===== config.mk =====
export PLATFORM = sky130hd
export DESIGN_NAME = one_shot_timer_queue_core
export DESIGN_NICKNAME = d
export VERILOG_FILES = /design/src/design/otq_pkg.sv /design/src/design/otq_cell.sv /design/src/design/otq_chain.sv /design/src/design/one_shot_timer_queue_core.sv
export SDC_FILE = /design/constraint.sdc
export NUM_CORES = 2
export LEC_CHECK = 0
export BUFFER_PORTS_ARGS = -buffer_cell sky130_fd_sc_hd__clkbuf_2
export CAP_MARGIN = 20
export CORE_MARGIN = 4
export CORE_UTILIZATION = 31
export DETAILED_ROUTE_END_ITERATION = 6
export PLACE_DENSITY_LB_ADDON = 0.12
export SLEW_MARGIN = 20
export SYNTH_ARGS = -nofsm -noshare
export SYNTH_HDL_FRONTEND = slang
export SYNTH_SLANG_ARGS = --single-unit

===== constraint.sdc =====
create_clock -name clock -period 4.2 [get_ports clock]
set_input_delay 0 -clock clock [delete_from_list [all_inputs] [get_ports clock]]
set_output_delay 0 -clock clock [all_outputs]
set_load 0.05 [all_outputs]

===== src/design/otq_pkg.sv =====
// Shared types, widths and codes for the one-shot timer queue.
`default_nettype none
package otq_pkg;

   localparam int DEPTH_DEFAULT = 16;
   localparam int TICK_W        = 16;
   localparam int ID_W          = 8;
   localparam int PEND_W        = 5;
   localparam int KIND_W        = 2;

   // request selector carried on req_tuser
   localparam logic FUNC_TICK     = 1'b0;
   localparam logic FUNC_SCHEDULE = 1'b1;

   // result kind carried on rsp_tuser
   localparam logic [KIND_W-1:0] KIND_FIRED    = 2'd0;
   localparam logic [KIND_W-1:0] KIND_ACCEPTED = 2'd1;
   localparam logic [KIND_W-1:0] KIND_FULL     = 2'd2;

   // per-cycle command broadcast to every cell
   typedef enum logic [1:0] {
      CELL_HOLD,
      CELL_INSERT,
      CELL_DECR,
      CELL_SHIFT
   } cell_op_type;

   typedef struct packed {
      logic              valid;
      logic [TICK_W-1:0] ticks;
      logic [ID_W-1:0]   id;
   } slot_type;

   typedef struct packed {
      cell_op_type       op;
      logic [TICK_W-1:0] new_ticks;
      logic [ID_W-1:0]   new_id;
   } cell_ctrl_type;

endpackage
`default_nettype wire


===== src/design/otq_cell.sv =====
// One slot of the sorted timer chain.
`default_nettype none
module otq_cell (
   input  wire                    clock,
   input  wire                    reset,
   input  otq_pkg::cell_ctrl_type ctrl,
   input  otq_pkg::slot_type      left_slot,   // neighbor closer to the head
   input  wire                    left_ins,
   input  otq_pkg::slot_type      right_slot,  // neighbor closer to the tail
   output otq_pkg::slot_type      slot,
   output logic                   ins
);

   otq_pkg::slot_type slot_ff;
   otq_pkg::slot_type slot_in;

   // new entry belongs at or before this slot
   assign ins  = !slot_ff.valid || (slot_ff.ticks > ctrl.new_ticks);
   assign slot = slot_ff;

   always_comb begin
      slot_in = slot_ff;
      unique case (ctrl.op)
         otq_pkg::CELL_HOLD: begin
            slot_in = slot_ff;
         end
         otq_pkg::CELL_INSERT: begin
            if (ins && !left_ins) begin
               slot_in.valid = 1'b1;
               slot_in.ticks = ctrl.new_ticks;
               slot_in.id    = ctrl.new_id;
            end else if (ins) begin
               slot_in = left_slot;
            end
         end
         otq_pkg::CELL_DECR: begin
            if (slot_ff.valid) begin
               slot_in.ticks = slot_ff.ticks - otq_pkg::TICK_W'(1);
            end
         end
         otq_pkg::CELL_SHIFT: begin
            slot_in = right_slot;
         end
         default: begin
            slot_in = slot_ff;
         end
      endcase
   end

   always_ff @(posedge clock) begin
      if (reset) begin
         slot_ff.valid <= 1'b0;
      end else begin
         slot_ff.valid <= slot_in.valid;
      end
      slot_ff.ticks <= slot_in.ticks;
      slot_ff.id    <= slot_in.id;
   end

endmodule
`default_nettype wire


===== src/design/otq_chain.sv =====
// Row of timer cells, head at index 0, kept sorted by remaining ticks.
`default_nettype none
module otq_chain #(
   parameter int DEPTH = otq_pkg::DEPTH_DEFAULT
) (
   input  wire                    clock,
   input  wire                    reset,
   input  otq_pkg::cell_ctrl_type ctrl,
   output otq_pkg::slot_type      head_slot,
   output otq_pkg::slot_type      next_slot,
   output logic [DEPTH-1:0]       valid_vec
);

   localparam otq_pkg::slot_type EMPTY_SLOT = '0;

   otq_pkg::slot_type slots [DEPTH];
   logic              ins   [DEPTH];

   genvar g;
   generate
      for (g = 0; g < DEPTH; g++) begin : g_cell
         otq_pkg::slot_type left_s;
         otq_pkg::slot_type right_s;
         logic              left_i;

         if (g == 0) begin : g_head
            assign left_s = EMPTY_SLOT;
            assign left_i = 1'b0;
         end else begin : g_mid
            assign left_s = slots[g-1];
            assign left_i = ins[g-1];
         end

         if (g == DEPTH-1) begin : g_tail
            assign right_s = EMPTY_SLOT;
         end else begin : g_body
            assign right_s = slots[g+1];
         end

         otq_cell u_cell (
            .clock      (clock),
            .reset      (reset),
            .ctrl       (ctrl),
            .left_slot  (left_s),
            .left_ins   (left_i),
            .right_slot (right_s),
            .slot       (slots[g]),
            .ins        (ins[g])
         );

         assign valid_vec[g] = slots[g].valid;
      end
   endgenerate

   assign head_slot = slots[0];
   assign next_slot = slots[1];

endmodule
`default_nettype wire


===== src/design/one_shot_timer_queue_core.sv =====
// Top level of the one-shot timer queue: control, result register and cell chain.
// Schedule: accepted when idle and the result register is free, result transfer offered the cycle after;
// one per cycle while results are taken. Tick: the accepted tick decrements every cell, then one
// result per cycle for each expiring timer while results are taken; with none due it returns to idle.
// One request is worked on at a time; the next one is taken once the last result is queued.
// Synchronous active-high reset empties the queue; slot payloads are not cleared.
`default_nettype none
module one_shot_timer_queue_core #(
   parameter int DEPTH = otq_pkg::DEPTH_DEFAULT
) (
   input  wire         clock,
   input  wire         reset,
   // request channel
   input  wire         req_tvalid,
   output logic        req_tready,
   input  wire  [23:0] req_tdata,   // [7:0] callback_id, [23:8] delay_ticks
   input  wire         req_tuser,   // [0] func
   // result channel
   output logic        rsp_tvalid,
   input  wire         rsp_tready,
   output logic [15:0] rsp_tdata,   // [7:0] fired_id, [12:8] pending_count, [15:13] zero
   output logic [1:0]  rsp_tuser,   // [1:0] kind
   output logic        rsp_tlast    // last result of this request
);

   localparam int CNT_W = $clog2(DEPTH + 1);

   // controller states
   localparam logic ST_IDLE = 1'b0;
   localparam logic ST_FIRE = 1'b1;

   logic state_ff, state_in;
   logic [CNT_W-1:0] count_ff, count_in;

   // result register
   logic                            rsp_valid_ff, rsp_valid_in;
   logic [otq_pkg::KIND_W-1:0]      rsp_kind_ff,  rsp_kind_in;
   logic [otq_pkg::ID_W-1:0]        rsp_id_ff,    rsp_id_in;
   logic [otq_pkg::PEND_W-1:0]      rsp_pend_ff,  rsp_pend_in;
   logic                            rsp_last_ff,  rsp_last_in;

   otq_pkg::cell_ctrl_type ctrl;
   otq_pkg::slot_type      head_slot, next_slot;
   logic [DEPTH-1:0]       valid_vec;

   logic [otq_pkg::ID_W-1:0]   req_id;
   logic [otq_pkg::TICK_W-1:0] req_delay, delay_eff;
   logic                       slot_free, accept, is_sched, full;
   logic                       head_due, next_due, fire_go;

   assign req_id    = req_tdata[7:0];
   assign req_delay = req_tdata[23:8];
   // zero delay behaves as one tick
   assign delay_eff = (req_delay == '0) ? otq_pkg::TICK_W'(1) : req_delay;

   // result register can take a new value this cycle
   assign slot_free  = !rsp_valid_ff || rsp_tready;
   assign req_tready = (state_ff == ST_IDLE) && slot_free;
   assign accept     = req_tvalid && req_tready;
   assign is_sched   = (req_tuser == otq_pkg::FUNC_SCHEDULE);
   assign full       = (count_ff == CNT_W'(DEPTH));

   // sorted chain: expiring timers always sit at the head
   assign head_due = head_slot.valid && (head_slot.ticks == '0);
   assign next_due = next_slot.valid && (next_slot.ticks == '0);
   assign fire_go  = (state_ff == ST_FIRE) && head_due && slot_free;

   // broadcast command to the cells
   always_comb begin
      ctrl.new_ticks = delay_eff;
      ctrl.new_id    = req_id;
      priority if (accept && is_sched && !full) begin
         ctrl.op = otq_pkg::CELL_INSERT;
      end else if (accept && !is_sched) begin
         ctrl.op = otq_pkg::CELL_DECR;
      end else if (fire_go) begin
         ctrl.op = otq_pkg::CELL_SHIFT;   // pop head, everything moves up
      end else begin
         ctrl.op = otq_pkg::CELL_HOLD;
      end
   end

   otq_chain #(
      .DEPTH (DEPTH)
   ) u_chain (
      .clock     (clock),
      .reset     (reset),
      .ctrl      (ctrl),
      .head_slot (head_slot),
      .next_slot (next_slot),
      .valid_vec (valid_vec)
   );

   // controller, count and result register next values
   always_comb begin
      state_in     = state_ff;
      count_in     = count_ff;
      rsp_valid_in = rsp_valid_ff;
      rsp_kind_in  = rsp_kind_ff;
      rsp_id_in    = rsp_id_ff;
      rsp_pend_in  = rsp_pend_ff;
      rsp_last_in  = rsp_last_ff;

      if (rsp_tready) begin
         rsp_valid_in = 1'b0;
      end

      priority if (accept && is_sched) begin
         rsp_valid_in = 1'b1;
         rsp_id_in    = req_id;
         rsp_last_in  = 1'b1;
         if (full) begin
            rsp_kind_in = otq_pkg::KIND_FULL;
            rsp_pend_in = otq_pkg::PEND_W'(count_ff);
         end else begin
            count_in    = count_ff + CNT_W'(1);
            rsp_kind_in = otq_pkg::KIND_ACCEPTED;
            rsp_pend_in = otq_pkg::PEND_W'(count_in);
         end
      end else if (accept) begin
         state_in = ST_FIRE;
      end else if (fire_go) begin
         count_in     = count_ff - CNT_W'(1);
         rsp_valid_in = 1'b1;
         rsp_kind_in  = otq_pkg::KIND_FIRED;
         rsp_id_in    = head_slot.id;
         rsp_pend_in  = otq_pkg::PEND_W'(count_in);
         rsp_last_in  = !next_due;
         if (!next_due) begin
            state_in = ST_IDLE;
         end
      end else if ((state_ff == ST_FIRE) && !head_due) begin
         state_in = ST_IDLE;   // tick with nothing due
      end
   end

   always_ff @(posedge clock) begin
      if (reset) begin
         state_ff     <= ST_IDLE;
         count_ff     <= '0;
         rsp_valid_ff <= 1'b0;
      end else begin
         state_ff     <= state_in;
         count_ff     <= count_in;
         rsp_valid_ff <= rsp_valid_in;
      end
      rsp_kind_ff <= rsp_kind_in;
      rsp_id_ff   <= rsp_id_in;
      rsp_pend_ff <= rsp_pend_in;
      rsp_last_ff <= rsp_last_in;
   end

   assign rsp_tvalid = rsp_valid_ff;
   assign rsp_tuser  = rsp_kind_ff;
   assign rsp_tlast  = rsp_last_ff;
   assign rsp_tdata  = {3'b000, rsp_pend_ff, rsp_id_ff};

   // occupied cells form a prefix whose length is the count
   a_count_matches_cells: assert property (@(posedge clock) disable iff (reset)
      $countones(valid_vec) == 32'(count_ff))
      else $error("cell occupancy disagrees with entry count");

   a_count_bounded: assert property (@(posedge clock) disable iff (reset)
      count_ff <= CNT_W'(DEPTH))
      else $error("entry count above depth");

   // a pop always loads a fired result
   a_pop_gives_fired: assert property (@(posedge clock) disable iff (reset)
      fire_go |=> (rsp_valid_ff && (rsp_kind_ff == otq_pkg::KIND_FIRED)))
      else $error("popped timer not presented as fired result");

   // a rejected schedule leaves the queue as it was
   a_full_keeps_count: assert property (@(posedge clock) disable iff (reset)
      (accept && is_sched && full) |=> (count_ff == $past(count_ff)))
      else $error("rejected schedule changed the entry count");

endmodule
`default_nettype wire

==> out/results.ini <==
[status]
run_status=complete, no violations

[critical_path]
worst_path_max_delay_cell=nor4_1
cp_data_arrival_time_ns=4.49
crit_end=u_chain.g_cell[2].u_cell.slot[22]$_DFFE_PP_
reg2reg_slack_ns=0.63
crit_required_ns=4.57
max_stage_delay_ns=0.76
criticalPathCategory=in2reg
critPathMaxFanout=17
cp-end-kind=register
worstSetupStartpoint=req_tdata[18]
worstReg2RegEnd=u_chain.g_cell[15].u_cell.slot[19]$_DFFE_PP_
crit_cells=14
cp_num_buf_inv=4
worstSetupStartpointType=input port
r2r_start=u_chain.g_cell[0].u_cell.slot[19]$_DFFE_PP_
crit_family=buffers and inverters
path_cells=dlygate4sd3_1 -> clkbuf_2 -> nor4_1 -> a41o_1 -> buf_12 -> ha_1 -> nor2b_1 -> o211ai_1 -> a21boi_0 -> or4_1 -> a21oi_4 -> buf_4 -> mux2i_1 -> o21ai_0
r2r_cells=7

[synthesis]
synth_edf_count=399
yosys.area.top_type=edfxtp_1
yosysUniqueCellTypes=70
async_flop_share=0
synth_seq_cells=423
synthFlopType=edfxtp_1
avgSynthCellArea_um2=9.70
synth_top_area_share=0.378
yosysSeqAreaShare=0.393
synth_cells=3266
synth_warnings=0
synth.most_common_cell=edfxtp_1
synth_commonest_cells=399 x edfxtp_1, 345 x nand2_1, 274 x ha_1, 243 x o21ai_0, 196 x mux2i_1
synth.area.top_cells=edfxtp_1 38%, ha_1 11%, mux2i_1 6.2%
syn_area_um2=31700

[global_routing]
grt_max_degree=232
grt_pass1_wl_um=197000
antenna_found_initial=7
grtUsageTotal=0.245
overflow=0
grt_pass1_vias=28000

[cells_and_area]
drive_above_1_share=0.0945
area_growth_pct=13.6
final_nets=3621
design_area_um2=36000
fill_cells=10400

[sta]
period_needed_ns=4.11
slew_viol_final=0
timing.final.crit_share=0.979
rsz0062_at_grt=no
clock.fmax_mhz=243
hold_viol=0
setup_tns_ns=0
fin_ws_ns=0.0864
worstMarginPinSlew_ns=1.01
setup_viol=0
slew_headroom=0.324
worst_clock_skew_ns=0.0392

[clocking]
htreeDepth=2
cts_resized=0
root_buffer=clkbuf_16
clock-sinks=423
clock_latency_ns=0.66
cts.clk_slew.worst_paths_ns=0.06
cts_setup_buffers=0
cts_buffer_depth=3
cts_tree=built
cts_buffers=56

[die]
initial_core_util=0.312
coreArea_um2=102000
ios=50
die_height_um=328
die_area_um2=107000
rows=117
die_w_um=328

[drt]
finalWirelength_um=136000
vias=28500
drt_first_pass_iters=6
antenna_left=0
vias_per_cell=6.03
wl_per_cell_um=28.7
drc_errors=0
drtIter0Drc=3282

[place]
io_buffers=46
preCtsSetupSlack_ns=0.167
gp_congestion=0.926
place_hpwl_um=97300
placed_cell_area_um2=34000

[pwr]
ir_drop_v=0.000304
p_leak_nw=13.2
power_w=0.0136
power_density_nw_per_um2=378

[job]
maxCapViolCount=0

[hold_path]
min_path_type=in2reg
whs_path_depth=3

registers in the layout, indices dropped and copies added, names as in the netlist:
register	flops
count_ff	5
rsp_id_ff	8
rsp_pend_ff	5
rsp_tlast	1
rsp_tuser	2
rsp_tvalid	1
state_ff	1
u_chain.g_cell.u_cell.slot	400
worst reg2reg max path, stage by stage, from the launching register on:
cell      delay, ns
edfxtp_1       0.50
or4_1          0.65
nor4_2         0.32
and3_4         0.33
nor2_4         0.07
buf_12         0.24
nand2_2        0.93
o221ai_1       0.25
report_power, final:
part | total (W) | leakage, nW | switching (W) | internal, W
Clock | 0.00492 | 0.890 | 0.00207 | 0.00285
Sequential | 0.00590 | 3.97 | 0.000735 | 0.00516
Combinational | 0.00280 | 8.36 | 0.00174 | 0.00106
Total | 0.0136 | 13.2 | 0.00454 | 0.00908
timing repair:
action | CTS | global route
setup endpoints to repair | 0 | 0
hold buffers | 14 | 0
endpoints found under the hold margin | 28 | 0
placed cells by master (no fill, tap or decap), drive strengths merged, types with 7 or more instances in the layout:
cell | netlist | layout
edfxtp | 399 | 399
nand3 | 185 | 185
nor4 | 50 | 50
nand4 | 65 | 65
a21oi | 136 | 136
clkinv | 1 | 26
a22oi | 183 | 183
or3 | 20 | 20
ha | 274 | 274
o31ai | 7 | 7
inv | 57 | 57
dfxtp | 24 | 24
o221ai | 31 | 31
nand3b | 23 | 23
nor3 | 69 | 69
buf | 91 | 146
a221o | 8 | 8
a21boi | 11 | 11
nand2 | 353 | 353
nor2 | 121 | 121
mux2i | 196 | 196
o21ai | 255 | 255
o221a | 7 | 7
clkbuf | 123 | 118
a211oi | 14 | 14
nor2b | 22 | 22
o211ai | 150 | 150
a31oi | 22 | 22
dlygate4sd3 | 0 | 14
or4 | 41 | 41
nand2b | 14 | 14
xor2 | 123 | 123
xnor2 | 91 | 91
a221oi | 7 | 7
and3 | 16 | 16
a21o | 24 | 24
worst min path at each step:
stage / from / end / slack, ns
final: req_tdata[15] / u_chain.g_cell[1].u_cell.slot[15]$_DFFE_PP_ / 0.07
after global routing: req_tdata[9] / u_chain.g_cell[8].u_cell.slot[9]$_DFFE_PP_ / 0.07
after CTS: req_tdata[9] / u_chain.g_cell[8].u_cell.slot[9]$_DFFE_PP_ / 0.02
after detailed placement: u_chain.g_cell[15].u_cell.slot[1]$_SDFFCE_PP0P_ / u_chain.g_cell[14].u_cell.slot[1]$_DFFE_PP_ / 0.53
after global placement: u_chain.g_cell[15].u_cell.slot[3]$_SDFFCE_PP0P_ / u_chain.g_cell[14].u_cell.slot[3]$_DFFE_PP_ / 0.52
after floorplan: reset / u_chain.g_cell[12].u_cell.slot[24]$_SDFFE_PP0P_ / 0.07
per-layer routing:
metal / wire length, um / part of all wire / vias to the layer above / global-route usage
li1: - / - / 12800 / -
met1: 60300 / 0.44 / 14300 / 0.345
met2: 59000 / 0.43 / 1291 / 0.374
met3: 11000 / 0.081 / 233 / 0.0446
met4: 5760 / 0.042 / 0 / 0.0926
met5: 0 / 0 / - / 0
per-stage QoR:
stage / hold slack [ns] / util / std cells
after floorplan: 0.0697 / - / 3268
after global placement: 0.517 / 0.335 / 4612
after detailed placement: 0.527 / 0.335 / 4614
after CTS: 0.0201 / 0.354 / 4733
after global routing: 0.0671 / 0.354 / 4733
final: 0.0744 / 0.354 / 4735
cell type report:
type | instances | area [um^2] | share of cell area
inverters | 58 | 218 | 0.00605
diodes | 2 | 5.00 | 0.000139
flip-flops and latches | 423 | 12500 | 0.346
well taps | 1368 | 1710 | 0.0476
clock buffers | 72 | 1520 | 0.0423
repair buffers | 206 | 1650 | 0.0458
clock inverters | 33 | 299 | 0.00831
multi-input cells | 2573 | 18100 | 0.504
logic make-up after synthesis:
family / after synthesis / share of synthesized area
XOR/XNOR: 214 / 0.0592
flip-flops: 423 / 0.393
adder cells (fa/ha/maj): 274 / 0.108
buffers and inverters: 272 / 0.0386
AO/OA/AOI/OAI: 882 / 0.182
multiplexers: 196 / 0.0619
other: 1 / 0.000118
AND/OR/NAND/NOR: 1004 / 0.157
No activity file was read; power rests on OpenSTA's default activity.
